===== src/ipd_pkg.sv =====
package ipd_pkg;

	localparam int LEN_W  = 17;
	localparam int TICK_W = 16;
	localparam int WIN_N  = 6;
	localparam int IPD_N  = 5;

	typedef logic [7:0] byte_t;

	typedef enum logic [1:0] {
		OP_START = 2'd0,
		OP_BYTE  = 2'd1,
		OP_TICK  = 2'd2
	} opcode_t;

	typedef enum logic [1:0] {
		EV_DATA    = 2'd0,
		EV_CLOSED  = 2'd1,
		EV_TIMEOUT = 2'd2
	} event_t;

	typedef enum logic [1:0] {
		PH_DONE = 2'd0,
		PH_HUNT = 2'd1,
		PH_LEN  = 2'd2,
		PH_DATA = 2'd3
	} phase_t;

	typedef struct packed {
		logic [1:0] opcode;
		byte_t      rx_byte;
	} in_item_t;

	typedef struct packed {
		logic [1:0] event_res;
		byte_t      payload;
	} out_item_t;

	typedef struct packed {
		logic      valid;
		out_item_t item;
	} result_t;

	localparam byte_t TOK_CLOSED [WIN_N] = '{"C", "L", "O", "S", "E", "D"};
	localparam byte_t TOK_IPD    [IPD_N] = '{"+", "I", "P", "D", ","};
	localparam byte_t CHR_COLON  = ":";
	localparam byte_t CHR_ZERO   = "0";
	localparam byte_t CHR_NINE   = "9";
	localparam logic [TICK_W-1:0] TIMEOUT_RESET = 16'd8000;

endpackage


===== src/ipd_stream_if.sv =====
interface ipd_stream_if #(parameter type T = logic);
	logic valid;
	logic ready;
	T     data;

	modport source (output valid, output data, input ready);
	modport sink   (input valid, input data, output ready);
endinterface


===== src/ipd_chunk_deframer_top.sv =====
// Modem receive deframer. Items carry a start, a received byte or a millisecond
// tick; results carry a payload byte, a closed event or a timeout event. One
// item is taken every cycle while the output buffer has room; a result is
// formed combinationally from the input register by the state update of the
// window match, length accumulator and counters, then registered in the
// two-entry output buffer, which keeps input flowing while a result waits to be taken.
// The timeout register should be written only while no item is in flight.
module ipd_chunk_deframer_top import ipd_pkg::*; #(
	parameter int LENGTH_CHARS = 5
) (
	input  logic              clk,
	input  logic              arst_n,
	ipd_stream_if.sink        rx_in,
	ipd_stream_if.source      ev_out,
	input  logic              cfg_we,
	input  logic [TICK_W-1:0] cfg_wdata
);

	logic     take;
	logic     valid_s1;
	in_item_t item_s1;
	logic     buf_ready;
	result_t  res;

	ipd_in_stage u_in (
		.clk      (clk),
		.arst_n   (arst_n),
		.rx_in    (rx_in),
		.take     (take),
		.valid_s1 (valid_s1),
		.item_s1  (item_s1)
	);

	ipd_core #(.LENGTH_CHARS(LENGTH_CHARS)) u_core (
		.clk       (clk),
		.arst_n    (arst_n),
		.cfg_we    (cfg_we),
		.cfg_wdata (cfg_wdata),
		.valid_s1  (valid_s1),
		.item_s1   (item_s1),
		.buf_ready (buf_ready),
		.take      (take),
		.res       (res)
	);

	ipd_out_buf u_out (
		.clk       (clk),
		.arst_n    (arst_n),
		.res       (res),
		.buf_ready (buf_ready),
		.ev_out    (ev_out)
	);

endmodule


===== src/ipd_in_stage.sv =====
module ipd_in_stage import ipd_pkg::*; (
	input  logic         clk,
	input  logic         arst_n,
	ipd_stream_if.sink   rx_in,
	input  logic         take,
	output logic         valid_s1,
	output in_item_t     item_s1
);

	logic v_s1;

	assign rx_in.ready = !v_s1 || take;
	assign valid_s1    = v_s1;

	always_ff @(posedge clk or negedge arst_n) begin
		if (!arst_n) begin
			v_s1 <= 1'b0;
		end else if (rx_in.ready) begin
			v_s1 <= rx_in.valid;
		end
	end

	always_ff @(posedge clk) begin
		if (rx_in.ready && rx_in.valid) begin
			item_s1 <= rx_in.data;
		end
	end

endmodule


===== src/ipd_core.sv =====
module ipd_core import ipd_pkg::*; #(
	parameter int LENGTH_CHARS = 5
) (
	input  logic              clk,
	input  logic              arst_n,
	input  logic              cfg_we,
	input  logic [TICK_W-1:0] cfg_wdata,
	input  logic              valid_s1,
	input  in_item_t          item_s1,
	input  logic              buf_ready,
	output logic              take,
	output result_t           res
);

	localparam int LC_W = $clog2(LENGTH_CHARS + 1);

	logic [TICK_W-1:0] timeout_q;
	byte_t             win_q [WIN_N];
	byte_t             win_n [WIN_N];
	phase_t            phase_q, phase_n;
	logic [LEN_W-1:0]  left_q, left_n;
	logic [LEN_W-1:0]  acc_q, acc_n;
	logic [LC_W-1:0]   chars_q, chars_n;
	logic              stopped_q, stopped_n;
	logic              digit_q, digit_n;
	logic [TICK_W-1:0] ticks_q, ticks_n;
	byte_t             shifted [WIN_N];
	logic              hit_closed, hit_ipd;
	logic [LEN_W-1:0]  acc_x10;
	byte_t             b;

	assign take = valid_s1 && buf_ready;
	assign b    = item_s1.rx_byte;

	always_ff @(posedge clk or negedge arst_n) begin
		if (!arst_n) begin
			timeout_q <= TIMEOUT_RESET;
		end else if (cfg_we) begin
			timeout_q <= cfg_wdata;
		end
	end

	always_comb begin
		for (int i = 0; i < WIN_N - 1; i++) begin
			shifted[i] = win_q[i+1];
		end
		shifted[WIN_N-1] = b;
		hit_closed = 1'b1;
		for (int i = 0; i < WIN_N; i++) begin
			if (shifted[i] != TOK_CLOSED[i]) hit_closed = 1'b0;
		end
		hit_ipd = 1'b1;
		for (int i = 0; i < IPD_N; i++) begin
			if (shifted[WIN_N-IPD_N+i] != TOK_IPD[i]) hit_ipd = 1'b0;
		end
	end

	assign acc_x10 = (acc_q << 3) + (acc_q << 1) + LEN_W'(b - CHR_ZERO);

	always_comb begin
		win_n     = win_q;
		phase_n   = phase_q;
		left_n    = left_q;
		acc_n     = acc_q;
		chars_n   = chars_q;
		stopped_n = stopped_q;
		digit_n   = digit_q;
		ticks_n   = ticks_q;
		res       = '0;
		if (take) begin
			case (item_s1.opcode)
				OP_START: begin
					for (int i = 0; i < WIN_N; i++) win_n[i] = '0;
					left_n    = '0;
					acc_n     = '0;
					chars_n   = '0;
					stopped_n = 1'b0;
					digit_n   = 1'b0;
					ticks_n   = timeout_q;
					phase_n   = PH_HUNT;
				end
				OP_TICK: begin
					if (phase_q != PH_DONE) begin
						if (ticks_q <= TICK_W'(1)) begin
							ticks_n        = '0;
							phase_n        = PH_DONE;
							res.valid      = 1'b1;
							res.item.event_res = EV_TIMEOUT;
						end else begin
							ticks_n = ticks_q - TICK_W'(1);
						end
					end
				end
				OP_BYTE: begin
					case (phase_q)
						PH_DATA: begin
							left_n = left_q - LEN_W'(1);
							if (left_n == '0) phase_n = PH_HUNT;
							res.valid          = 1'b1;
							res.item.event_res = EV_DATA;
							res.item.payload   = b;
						end
						PH_LEN: begin
							if (b == CHR_COLON) begin
								left_n  = acc_q;
								phase_n = (acc_q != '0) ? PH_DATA : PH_HUNT;
							end else if (chars_q < LC_W'(LENGTH_CHARS)) begin
								chars_n = chars_q + LC_W'(1);
								if (!stopped_q) begin
									if (b >= CHR_ZERO && b <= CHR_NINE) begin
										acc_n   = acc_x10;
										digit_n = 1'b1;
									end else if (!digit_q &&
										(b inside {8'h20, [8'h09:8'h0d]})) begin
										stopped_n = 1'b0;
									end else begin
										stopped_n = 1'b1;
									end
								end
							end
						end
						PH_HUNT: begin
							win_n = shifted;
							if (hit_closed) begin
								phase_n            = PH_DONE;
								res.valid          = 1'b1;
								res.item.event_res = EV_CLOSED;
							end else if (hit_ipd) begin
								acc_n     = '0;
								chars_n   = '0;
								stopped_n = 1'b0;
								digit_n   = 1'b0;
								phase_n   = PH_LEN;
							end
						end
						default: begin
							phase_n = PH_DONE;
						end
					endcase
				end
				default: begin
					phase_n = phase_q;
				end
			endcase
		end
	end

	always_ff @(posedge clk or negedge arst_n) begin
		if (!arst_n) begin
			phase_q   <= PH_DONE;
			for (int i = 0; i < WIN_N; i++) win_q[i] <= '0;
			left_q    <= '0;
			acc_q     <= '0;
			chars_q   <= '0;
			stopped_q <= 1'b0;
			digit_q   <= 1'b0;
			ticks_q   <= '0;
		end else begin
			phase_q   <= phase_n;
			win_q     <= win_n;
			left_q    <= left_n;
			acc_q     <= acc_n;
			chars_q   <= chars_n;
			stopped_q <= stopped_n;
			digit_q   <= digit_n;
			ticks_q   <= ticks_n;
		end
	end

	a_data_has_count: assert property (@(posedge clk) disable iff (!arst_n)
		phase_q == PH_DATA |-> left_q != '0)
		else $error("data phase with no bytes left");

	a_event_no_payload: assert property (@(posedge clk) disable iff (!arst_n)
		res.valid && res.item.event_res != EV_DATA |-> res.item.payload == '0)
		else $error("event carries a payload byte");

	a_event_ends_stream: assert property (@(posedge clk) disable iff (!arst_n)
		res.valid && res.item.event_res != EV_DATA |=> phase_q == PH_DONE)
		else $error("stream not ended after event");

	a_result_needs_take: assert property (@(posedge clk) disable iff (!arst_n)
		res.valid |-> take)
		else $error("result without a transfer");

endmodule


===== src/ipd_out_buf.sv =====
module ipd_out_buf import ipd_pkg::*; (
	input  logic          clk,
	input  logic          arst_n,
	input  result_t       res,
	output logic          buf_ready,
	ipd_stream_if.source  ev_out
);

	logic      out_v_q, sk_v_q;
	out_item_t out_d_q, sk_d_q;

	assign buf_ready    = !sk_v_q;
	assign ev_out.valid = out_v_q;
	assign ev_out.data  = out_d_q;

	always_ff @(posedge clk or negedge arst_n) begin
		if (!arst_n) begin
			out_v_q <= 1'b0;
			sk_v_q  <= 1'b0;
		end else if (!out_v_q || ev_out.ready) begin
			if (sk_v_q) begin
				out_v_q <= 1'b1;
				sk_v_q  <= 1'b0;
			end else begin
				out_v_q <= res.valid;
			end
		end else if (res.valid) begin
			sk_v_q <= 1'b1;
		end
	end

	always_ff @(posedge clk) begin
		if (!out_v_q || ev_out.ready) begin
			if (sk_v_q) begin
				out_d_q <= sk_d_q;
			end else if (res.valid) begin
				out_d_q <= res.item;
			end
		end else if (res.valid) begin
			sk_d_q <= res.item;
		end
	end

	a_skid_behind_out: assert property (@(posedge clk) disable iff (!arst_n)
		sk_v_q |-> out_v_q)
		else $error("skid entry held with empty output register");

endmodule


===== src/flat_wrapper.sv =====
// flat-port wrapper written by rule: the top's interface ports become plain ports
module ipd_chunk_deframer_top_flat import ipd_pkg::*;
#(
	parameter int LENGTH_CHARS = 5
)
  (clk, arst_n, cfg_we, cfg_wdata, rx_in_valid, rx_in_data, rx_in_ready, ev_out_valid, ev_out_data, ev_out_ready);
  ipd_stream_if #(.T(in_item_t)) rx_in_i ();
  ipd_stream_if #(.T(out_item_t)) ev_out_i ();
  input  logic clk;
  input  logic arst_n;
  input  logic cfg_we;
  input  logic [TICK_W-1:0] cfg_wdata;
  input wire logic [$bits(rx_in_i.valid)-1:0] rx_in_valid;
  input wire logic [$bits(rx_in_i.data)-1:0] rx_in_data;
  output wire logic [$bits(rx_in_i.ready)-1:0] rx_in_ready;
  output wire logic [$bits(ev_out_i.valid)-1:0] ev_out_valid;
  output wire logic [$bits(ev_out_i.data)-1:0] ev_out_data;
  input wire logic [$bits(ev_out_i.ready)-1:0] ev_out_ready;
  assign rx_in_i.valid = rx_in_valid;
  assign rx_in_i.data = rx_in_data;
  assign rx_in_ready = rx_in_i.ready;
  assign ev_out_valid = ev_out_i.valid;
  assign ev_out_data = ev_out_i.data;
  assign ev_out_i.ready = ev_out_ready;
  ipd_chunk_deframer_top #(.LENGTH_CHARS(LENGTH_CHARS)) u_core (.clk(clk), .arst_n(arst_n), .rx_in(rx_in_i), .ev_out(ev_out_i), .cfg_we(cfg_we), .cfg_wdata(cfg_wdata));
endmodule

===== config.mk =====
export PLATFORM = sky130hd
export DESIGN_NAME = ipd_chunk_deframer_top_flat
export DESIGN_NICKNAME = d
export VERILOG_FILES = /design/src/ipd_pkg.sv /design/src/ipd_stream_if.sv /design/src/ipd_chunk_deframer_top.sv /design/src/ipd_in_stage.sv /design/src/ipd_core.sv /design/src/ipd_out_buf.sv /design/src/flat_wrapper.sv
export SDC_FILE = /design/constraint.sdc
export NUM_CORES = 1
export LEC_CHECK = 0
export BUFFER_PORTS_ARGS = -buffer_cell sky130_fd_sc_hd__buf_2
export CAP_MARGIN = 20
export CORE_MARGIN = 2
export CORE_UTILIZATION = 45
export DETAILED_ROUTE_END_ITERATION = 7
export GPL_ROUTABILITY_DRIVEN = 0
export HOLD_SLACK_MARGIN = 0.03
export PLACE_DENSITY_LB_ADDON = 0.08
export RECOVER_POWER = 25
export SYNTH_ARGS = -nofsm -noshare
export SYNTH_HDL_FRONTEND = slang
export SYNTH_HIERARCHICAL = 1
export SYNTH_SLANG_ARGS = --single-unit

===== constraint.sdc =====
create_clock -name clk -period 6.8 [get_ports clk]
set_input_delay 1.02 -clock clk [delete_from_list [all_inputs] [get_ports clk]]
set_output_delay 1.02 -clock clk [all_outputs]
set_load 0.01 [all_outputs]

==> results.yml <==
yosys:
  synthMuxAreaShare: 0.0438
  synth.avg_cell_area_um2: 9.66
  synthesis.area_um2: 8110
  synth-edff-count: 30
  synth_fp_nets: 912
  synth_area_leaders: "dfrtp_1, edfxtp_1, o21ai_0"
  ys_warn_count: 6
  synthFlopType: "dfrtp_1"
  synth_top_family_by_area: "simple AND/OR/NAND/NOR gates"
  synthSimpleGateAreaFrac: 0.191
  synthCells: 839
  ys_seq_area_frac: 0.470
  synth_top_area_cell: "dfrtp_1"
  async_reset_ff_frac: 0.795
  synth.most_common_cell: "nand2_1"
  synth_cell_types: 70
  synth_compound_area_frac: 0.164
  synth_top_area_frac: 0.340
  synth_xor_area_frac: 0.0205
  yosys.area_share.adder: 0.0778
  synthTopCellsByCount: "nand2_1, o21ai_0, dfrtp_1, nor2_1, a21oi_1"
  synth-seq-cells: 146
cells_and_area:
  fin_area_um2: 9050
  final_nets: 940
  stdcell_count: 1109
  layout-drive-gt1-share: 0.143
  final_util: 0.507
  antenna_cells: 0
  area_growth_pct: 11.6
timing:
  maxSlewViolCount: 37
  rsz0062_at_grt: "false"
  tightest_slew_ns: 1.94
  fin_setup_tns_ns: 0
  max_clock_freq_mhz: 297
  holdWs_ns: 0.479
  min_period_ns: 3.37
  finClkSkew_ns: 0.00789
  hold_viol: 0
  fin_crit_sh: 0.495
  slew_headroom: -0.293
  setup_viol: 0
grt:
  grt_pass1_wl_um: 31800
  grt_usage: 0.204
  antenna_found_initial: 0
  grt_pass1_vias: 5999
  overflow: 0
  grt_start_max_net_pins: 82
power:
  combPwrFrac: 0.333
  ir_drop_mv: 0.189
  power_density_nw_per_um2: 354
  p_leak_nw: 3.79
  swShare: 0.389
  p_int_mw: 1.96
  clkPwrFrac: 0.284
  power_switching_mw: 1.25
  sequentialPowerShare: 0.384
clocking:
  holdBufCountCts: 0
  cts_tree: "yes"
  clockBufferDepth: 2
  cts.htree.levels: 4
  clk_pin_slew_ns: 0.06
  cts_buffers: 17
  cts.sinks: 146
  clock_latency_ns: 0.43
  cts_resized: 0
  post_cts_buffers: 0
  cts_root_buf: "clkbuf_16"
drt:
  route.detailed.drc: 0
  post_drt_wl_per_cell_um: 17.2
  wirelength_um: 19000
  num_vias: 6404
  via_per_inst: 5.77
  first_pass_iters: 6
  drtIter0Drc: 631
  ant_nets: 0
setup_path:
  worstPathRequired_ns: 7.07
  cp.arrival_ns: 3.64
  r2r_slack_ns: 3.43
  r2r-start: "u_core/u_in/item_s1[5]$_DFFE_PP_"
  startpoint_type: "flop"
  critPathCaptureType: "flop"
  path_class: "flop to flop"
  reg2reg_to: "u_core/u_core/acc_q[15]$_DFFE_PN0P_"
  reg2regPathDepth: 12
  crit_fanout: 9
hold_path:
  hold_depth: 2
  min_path_type: "flop to flop"
  hp-start: "u_core/u_core/shifted[41]$_DFFE_PN0P_"
  worstHoldEndpoint: "u_core/u_core/shifted[41]$_DFFE_PN0P_"
placed_design:
  dp_cells: 1076
  io_buffer_count: 42
  dp_hpwl_um: 13400
  post_dp_cell_area_um2: 8470
floorplan:
  die_x_um: 138
  core-area_um2: 17800
  fp.dieArea_um2: 19100
  die_height_um: 138
  rows: 49
  initial_core_util: 0.454
  num_io_pins: 43
flow_run:
  max-cap-violations: 1
status:
  violations: "max-capacitance violations, max-slew violations"
  status: "complete, but fails checks"
[how the worst max path moves through the flow]
stage / start / end / slack, ns / cells past startpoint
2_1_floorplan: u_core/u_in/item_s1[5]$_DFFE_PP_ / u_core/u_core/acc_q[16]$_DFFE_PN0P_ / 3.19 / 11
3_3_place_gp: u_core/u_in/item_s1[4]$_DFFE_PP_ / u_core/u_out/ev_out.data[2]$_DFFE_PP_ / 3.61 / 9
3_5_place_dp: u_core/u_in/item_s1[4]$_DFFE_PP_ / u_core/u_out/ev_out.data[4]$_DFFE_PP_ / 3.48 / 9
4_1_cts: u_core/u_in/item_s1[4]$_DFFE_PP_ / u_core/u_out/ev_out.data[2]$_DFFE_PP_ / 3.45 / 9
5_1_grt: u_core/u_in/item_s1[9]$_DFFE_PP_ / u_core/u_core/acc_q[9]$_DFFE_PN0P_ / 3.09 / 8
6_report: u_core/u_in/item_s1[5]$_DFFE_PP_ / u_core/u_core/acc_q[15]$_DFFE_PN0P_ / 3.43 / 12
[registers in the layout, summed over array words and instances, names as in the netlist]
signal                     flops
u_core/u_core/chars_q          3
u_core/u_core/ticks_q         16
u_core/u_out/sk_v_q            1
u_core/u_out/ev_out.data      10
u_core/u_core/left_q          17
u_core/u_out/sk_d_q           10
u_core/u_core/acc_q           17
u_core/u_in/item_s1           10
u_core/u_core/shifted         40
u_core/u_core/digit_q          1
u_core/u_core/timeout_q       16
u_core/u_out/ev_out.valid      1
u_core/u_in/valid_s1           1
u_core/u_core/stopped_q        1
u_core/u_core/phase_q          2
[area by class of cell]
cell class              count  area (um^2)
well taps                 229          287
repair buffers             49          274
clock buffers              17          425
clock inverters            15          144
multi-input cells         633         4030
flip-flops and latches    146         3810
fillers                  1635         8790
inverters                  20         75.1
[cell usage in the layout (no fill, tap or decap), types with 5 or more instances in the layout]
cell type  count
nand2_1      140
o21ai_0      116
dfrtp_1      110
nor2_1        53
a21oi_1       41
buf_2         38
edfxtp_1      30
nor3_1        27
ha_1          27
inv_1         20
nor4_1        20
mux2_2        19
clkbuf_16     17
a31oi_1       14
fa_1          14
xor2_1        11
nand4_1        8
nand3_1        8
xnor2_1        8
nand2b_1       8
mux2_4         8
inv_6          7
and2_1         7
a21o_1         7
o31ai_1        7
a22oi_1        6
dfstp_2        6
clkbuf_1       5
nor4b_1        5
a22o_1         5
buf_4          5
[worst max-delay path, stage by stage (launching register included)]
cell and delay (ns):
edfxtp_1 0.47, ha_1 0.30, nor3_1 0.16, buf_4 0.23, fa_1 0.44, ha_1 0.38, a21oi_1 0.20, o21ai_0 0.16
a31oi_1 0.25, a31oi_1 0.16, a31oi_1 0.22, xor2_1 0.17, o31ai_1 0.08
[layer usage]
layer	vias to the layer above	track usage	share of wire
li1	3080	-	-
met5	-	0	0
met3	25	0.0339	0.045
met2	175	0.302	0.45
met1	3124	0.311	0.50
met4	0	0.0596	0.013
[power groups by stage]
stage	sequential [mW]	clock (mW)	combinational [mW]
5_1_grt	1.25	0.975	1.22
3_3_place_gp	1.24	0	1.03
2_1_floorplan	1.17	0	0.854
3_5_place_dp	1.24	0	1.05
6_report	1.23	0.910	1.07
4_1_cts	1.23	0.933	1.06
[through the flow]
stage               power [mW]  worst slack, ns
finish                    3.21             3.43
floorplan                 2.02             3.19
CTS                       3.22             3.45
detailed placement        2.30             3.48
global route              3.45             3.09
global placement          2.26             3.61
[cell families after synthesis]
group / count (synthesis)
muxes: 29
AOI/OAI and AO/OA: 228
and+or+nand+nor: 315
xor gates and xnor gates: 19
DFF: 146
buffers and inverters: 60
adders and majority gates: 42
(Power assumes the default switching activity.)
